**src/hw/rtl/hbs_pkg.sv**
```systemverilog
// Shared types, constants and helpers for the height-map bilinear sampler.
`default_nettype none

package hbs_pkg;

    // Default sizes handed to the top level
    localparam int DEF_MAX_WIDTH  = 256;
    localparam int DEF_MAX_HEIGHT = 256;
    localparam int DEF_FRAC_BITS  = 8;

    // Fixed port widths
    localparam int OUT_W   = 26;
    localparam int CFG_IW  = 2;
    localparam int CFG_DW  = 24;
    localparam int POS_W   = 24;
    localparam int SIZE_W  = 9;
    localparam int CELL_W  = 7;
    localparam int COORD_W = 8;
    localparam int BYTE_W  = 8;
    localparam int SUM_W   = 10;

    // Reciprocal of 9 with 16 fraction bits; exact for sums up to 765
    localparam int DIV9_SHIFT = 16;
    localparam int DIV9_RECIP = 7282;

    typedef enum logic [CFG_IW-1:0] {
        CFG_GRID_WIDTH  = 2'd0,
        CFG_GRID_HEIGHT = 2'd1,
        CFG_ORIGIN_X    = 2'd2,
        CFG_ORIGIN_Y    = 2'd3
    } hbs_cfg_idx_t;

    typedef enum logic [1:0] {
        ASEL_CELL = 2'd0,
        ASEL_TOP  = 2'd1,
        ASEL_ACC  = 2'd2
    } hbs_asel_t;

    typedef enum logic [1:0] {
        BSEL_W0X = 2'd0,
        BSEL_FX  = 2'd1,
        BSEL_W0Y = 2'd2,
        BSEL_FY  = 2'd3
    } hbs_bsel_t;

    typedef enum logic [1:0] {
        ACC_HOLD = 2'd0,
        ACC_LOAD = 2'd1,
        ACC_ADD  = 2'd2
    } hbs_accop_t;

    typedef struct packed {
        logic       capture;
        logic       do_load;
        logic       do_pos;
        logic       rd_en;
        logic [1:0] rd_k;
        logic       mul_en;
        hbs_asel_t  asel;
        hbs_bsel_t  bsel;
        hbs_accop_t acc_op;
        logic       top_save;
        logic       out_load;
    } hbs_cmd_t;

    function automatic logic [CELL_W-1:0] div9(input logic [SUM_W-1:0] s);
        logic [SUM_W+13-1:0] p;
        p = (SUM_W+13)'(s) * (SUM_W+13)'(DIV9_RECIP);
        return p[DIV9_SHIFT +: CELL_W];
    endfunction

endpackage

`default_nettype wire

```
**src/hw/rtl/hbs_ctrl.sv**
```systemverilog
// Sequencing state machine for loads and bilinear queries.
`default_nettype none

module hbs_ctrl (
    input  wire logic              clk,
    input  wire logic              rst_n,
    input  wire logic              in_valid,
    input  wire logic              mode,
    output logic                   in_stall,
    output logic                   out_valid,
    input  wire logic              out_stall,
    output hbs_pkg::hbs_cmd_t      cmd
);

    import hbs_pkg::*;

    typedef enum logic [3:0] {
        S_IDLE,
        S_LOAD,
        S_POS,
        S_RD0,
        S_RD1,
        S_RD2,
        S_RD3,
        S_MB,
        S_SUM,
        S_MY,
        S_FIN,
        S_OUT
    } state_t;

    state_t state_reg;
    state_t state_next;
    logic   out_valid_reg;
    logic   out_valid_next;

    always_comb
    begin
        cmd          = '0;
        cmd.asel     = ASEL_CELL;
        cmd.bsel     = BSEL_W0X;
        cmd.acc_op   = ACC_HOLD;
        state_next   = state_reg;
        unique case (state_reg)
            S_IDLE:
            begin
                if (in_valid)
                begin
                    cmd.capture = 1'b1;
                    state_next  = mode ? S_POS : S_LOAD;
                end
            end
            S_LOAD:
            begin
                cmd.do_load = 1'b1;
                state_next  = S_IDLE;
            end
            S_POS:
            begin
                cmd.do_pos = 1'b1;
                state_next = S_RD0;
            end
            S_RD0:
            begin
                cmd.rd_en  = 1'b1;
                cmd.rd_k   = 2'd0;
                state_next = S_RD1;
            end
            S_RD1:
            begin
                cmd.rd_en  = 1'b1;
                cmd.rd_k   = 2'd1;
                cmd.mul_en = 1'b1;
                cmd.asel   = ASEL_CELL;
                cmd.bsel   = BSEL_W0X;
                state_next = S_RD2;
            end
            S_RD2:
            begin
                cmd.rd_en  = 1'b1;
                cmd.rd_k   = 2'd2;
                cmd.mul_en = 1'b1;
                cmd.asel   = ASEL_CELL;
                cmd.bsel   = BSEL_FX;
                cmd.acc_op = ACC_LOAD;
                state_next = S_RD3;
            end
            S_RD3:
            begin
                cmd.rd_en  = 1'b1;
                cmd.rd_k   = 2'd3;
                cmd.mul_en = 1'b1;
                cmd.asel   = ASEL_CELL;
                cmd.bsel   = BSEL_W0X;
                cmd.acc_op = ACC_ADD;
                state_next = S_MB;
            end
            S_MB:
            begin
                // accumulator holds the top row blend here
                cmd.mul_en   = 1'b1;
                cmd.asel     = ASEL_CELL;
                cmd.bsel     = BSEL_FX;
                cmd.top_save = 1'b1;
                cmd.acc_op   = ACC_LOAD;
                state_next   = S_SUM;
            end
            S_SUM:
            begin
                cmd.mul_en = 1'b1;
                cmd.asel   = ASEL_TOP;
                cmd.bsel   = BSEL_W0Y;
                cmd.acc_op = ACC_ADD;
                state_next = S_MY;
            end
            S_MY:
            begin
                cmd.mul_en = 1'b1;
                cmd.asel   = ASEL_ACC;
                cmd.bsel   = BSEL_FY;
                cmd.acc_op = ACC_LOAD;
                state_next = S_FIN;
            end
            S_FIN:
            begin
                cmd.acc_op = ACC_ADD;
                state_next = S_OUT;
            end
            S_OUT:
            begin
                // hold until the output register is free
                if (!out_valid_reg || !out_stall)
                begin
                    cmd.out_load = 1'b1;
                    state_next   = S_IDLE;
                end
            end
            default:
            begin
                state_next = S_IDLE;
            end
        endcase
    end

    always_comb
    begin
        out_valid_next = out_valid_reg;
        if (out_valid_reg && !out_stall)
        begin
            out_valid_next = 1'b0;
        end
        if (cmd.out_load)
        begin
            out_valid_next = 1'b1;
        end
    end

    always_ff @(posedge clk or negedge rst_n)
    begin
        if (!rst_n)
        begin
            state_reg     <= S_IDLE;
            out_valid_reg <= 1'b0;
        end
        else
        begin
            state_reg     <= state_next;
            out_valid_reg <= out_valid_next;
        end
    end

    assign in_stall  = (state_reg != S_IDLE);
    assign out_valid = out_valid_reg;

endmodule

`default_nettype wire

```
**config.mk**
```make
export PLATFORM = sky130hd
export DESIGN_NAME = hbs_ctrl
export DESIGN_NICKNAME = d
export VERILOG_FILES = /design/src/hw/rtl/hbs_pkg.sv /design/src/hw/rtl/hbs_ctrl.sv
export SDC_FILE = /design/constraint.sdc
export NUM_CORES = 1
export LEC_CHECK = 0
export BUFFER_PORTS_ARGS = -buffer_cell sky130_fd_sc_hd__buf_2
export CAP_MARGIN = 20
export CORE_AREA = 2 2 39 41
export CTS_CLUSTER_SIZE = 28
export DETAILED_ROUTE_END_ITERATION = 7
export DIE_AREA = 0 0 41 43
export GPL_ROUTABILITY_DRIVEN = 0
export PLACE_DENSITY_LB_ADDON = 0.2
export SYNTH_ARGS = -nofsm -noshare
export SYNTH_HDL_FRONTEND = slang
export SYNTH_SLANG_ARGS = --single-unit
export TNS_END_PERCENT = 100
```
**constraint.sdc**
```tcl
create_clock -name clk -period 2.08 [get_ports clk]
set_input_delay 0.416 -clock clk [delete_from_list [all_inputs] [get_ports clk]]
set_output_delay 0.416 -clock clk [all_outputs]
set_load 0.02 [all_outputs]
```
==> metrics.md <==
| Metric | Value |
|---|---|
| Outcome | `finished clean` |
| Fin crit share | `0.8964` |
| CTS max path bufs | `2` |
| Synth warn | `0` |
| Top post-synthesis cells by count | `nor2_1, dfrtp_1, nand2_1` |
| Synthesized instance count | `53` |
| Layout cells sized above 1 | `0.3699` |
| Setup violations, final | `0` |
| Worst slew pin tran | `378.4 ps` |
| Most common cell in the netlist | `nor2_1` |
| Crit-path max cell delay | `480 ps` |
| Critical path class | `reg2out` |
| Remaining global-route overflow | `0` |
| M2 GR Usage | `0.1531` |
| Worst min path class | `in2reg` |
| Met1 Usage GRT | `0.1656` |
| Post-synthesis register bit count | `5` |
| Top Usage Layer GRT | `met1` |
| Fmax | `536.3 MHz` |
| Starting Density | `0.2966` |
| Synth top area share | `0.3049` |
| H-tree level count | `1` |
| Die area | `0.001763 mm^2` |
| Ranking of synthesized cells by area | `dfrtp_1, and2_1, buf_6` |
| Mapped Avg Cell Area | `7.743 um^2` |
| Total negative slack | `0 ps` |
| Final Hold Vio Count | `0` |
| Die W | `41 um` |
| Root Buffer | `clkbuf_4` |
| Largest net degree at the start of global routing | `14` |
| Register area share after synthesis | `0.3049` |
| DR DRC count | `0` |
| Overall power | `0.0009931 W` |
| Post-Syn Area | `410.4 um^2` |
| Max-slew headroom | `0.7477` |
| Ys async rst share | `1.000` |
| Core area | `0.001384 mm^2` |
| Die Y | `43 um` |
| Setup ws final | `215.5 ps` |
| Critical Path AT | `1450 ps` |
| Initial antenna violation count | `0` |
| Vias per cell | `4.629` |
| Num ports | `22` |
| Synth-to-Final Area Change | `27.74%` |
| Required time worst endpoint | `1660 ps` |
| First-pass GRT wire length | `1428 um` |
| DR pass1 iterations | `4` |
| CTS tree | `built` |
| Final min period | `1865 ps` |
| Setup WS pre-CTS | `469.6 ps` |
| Ant diodes | `0` |
| Clock sinks | `5` |
| Crit-path cells | `nand2b_1, o21ai_0, and2_1, buf_2` |
| Iteration-0 DRC Markers | `6` |
| Avg WL per Cell | `9.652 um` |
| Routed WL | `859 um` |
| HPWL Detailed | `668.7 um` |
| Max_cap viols | `0` |
| Max FO, Critical Path | `9` |
| Vias | `412` |
| Yosys top cell by area | `dfrtp_1` |
| RSZ-0062 raised after global routing | `no` |
| Row Count | `14` |
| Syn nets | `58` |
| Antenna Nets Post-Route | `0` |
| Library cells used by synthesis | `24` |
| Type of origin of the critical path | `register` |
| Clk_lat worst skew | `240 ps` |
| Clock transition at the registers of the reported paths | `40 ps` |
| Final Slew Violations | `0` |
| Total GRT Usage | `0.1219` |
| Slowest stage cell, crit path | `dfrtp_1` |
| Largest register FFs | `4` |
| Met3 usage | `0.06283` |
| Post-Route Skew | `4.408 ps` |
| NumNets Final | `79` |
| Worst VDD drop | `0.0006329 V` |
| Vias in the first global route | `347` |
| Power Density | `1894 mW/mm^2` |
| Ys flop type | `dfrtp_1` |
| Critical path capture point type | `output port` |
| Number of synthesized flops with an enable pin | `0` |
| Leakage power | `0.2831 nW` |
| CTS buffer count | `3` |
| Port buffer count | `21` |
logic make-up after synthesis:
| family | count (synthesis) | share of synthesized area |
|---|---|---|
| XOR/XNOR | 1 | 0.02135 |
| AND/OR/NAND/NOR | 26 | 0.3384 |
| buffers and inverters | 9 | 0.1433 |
| flip-flops | 5 | 0.3049 |
| AO/OA/AOI/OAI | 12 | 0.1921 |
final timing paths:
check / to / startpoint / cells after the start / slack (ps)
worst max-delay path: cmd[3] / state_reg[3] / 4 / 220
worst min-delay path: out_valid / out_stall / 3 / 460
worst max register to register: state_reg[1] / state_reg[3] / 3 / 830
worst min register to register: out_valid / out_valid / 2 / 570
max in group asynchronous: out_valid / rst_n / 2 / 1430
min in group asynchronous: state_reg[2] / rst_n / 2 / 520
stage by stage:
stage | instances | hold slack [ps] | instance area, um^2 | utilization
after global placement | 84 | 232.9 | 488.0 | 0.3526
final | 89 | 463.8 | 524.3 | 0.3788
after floorplan | 53 | 120.4 | 410.4 | -
after detailed placement | 84 | 234.6 | 488.0 | 0.3526
after global routing | 89 | 482.8 | 524.3 | 0.3788
after CTS | 89 | 454.4 | 524.3 | 0.3788
layout by cell type, fill, tap and decap left out:
cell,count
nand2b_1,1
or2_1,1
nand2_1,5
a211oi_1,1
and2_1,4
o21ai_0,4
inv_1,3
clkbuf_4,3
dlygate4sd3_1,1
clkbuf_1,1
and3_1,2
o32ai_1,1
nor2_2,1
o21ai_2,1
dfrtp_1,5
nor3_1,4
a21boi_0,1
a31oi_1,1
nor3b_1,1
buf_2,21
xnor2_1,1
a21oi_1,2
nor2_1,6
nand2b_4,1
a311o_1,1
layout make-up:
class,count,area (um^2)
clock buffer,4,26.28
multi-input combinational,39,226.5
tap,16,20.02
sequential,5,125.1
fill,149,859.6
timing repair buffer,22,115.1
inverter,3,11.26
layer usage:
metal,vias to the layer above,wire [um]
li1,217,-
met1,180,381
met2,15,403
met3,0,74
met4,0,0
met5,-,0
power breakdown:
part	internal (W)	switching [W]	total, W
clock	0.0000723	0.0000363	0.000109
sequential	0.000142	0.000115	0.000257
combinational	0.000244	0.000383	0.000628
critical path, delay by kind of cell, from the launching register on:
kind | cells | cell delay, ps
buf+inv | 1 | 150
compound gates | 1 | 170
simple gates | 2 | 410
flops | 1 | 480
repair_timing:
item | 4_1_cts | 5_1_grt
gates resized for setup | 0 | 0
hold endpoints to repair | 5 | 0
buffers inserted | 0 | 0
hold buffers | 1 | 0
Power figures use the tool's default switching activity.
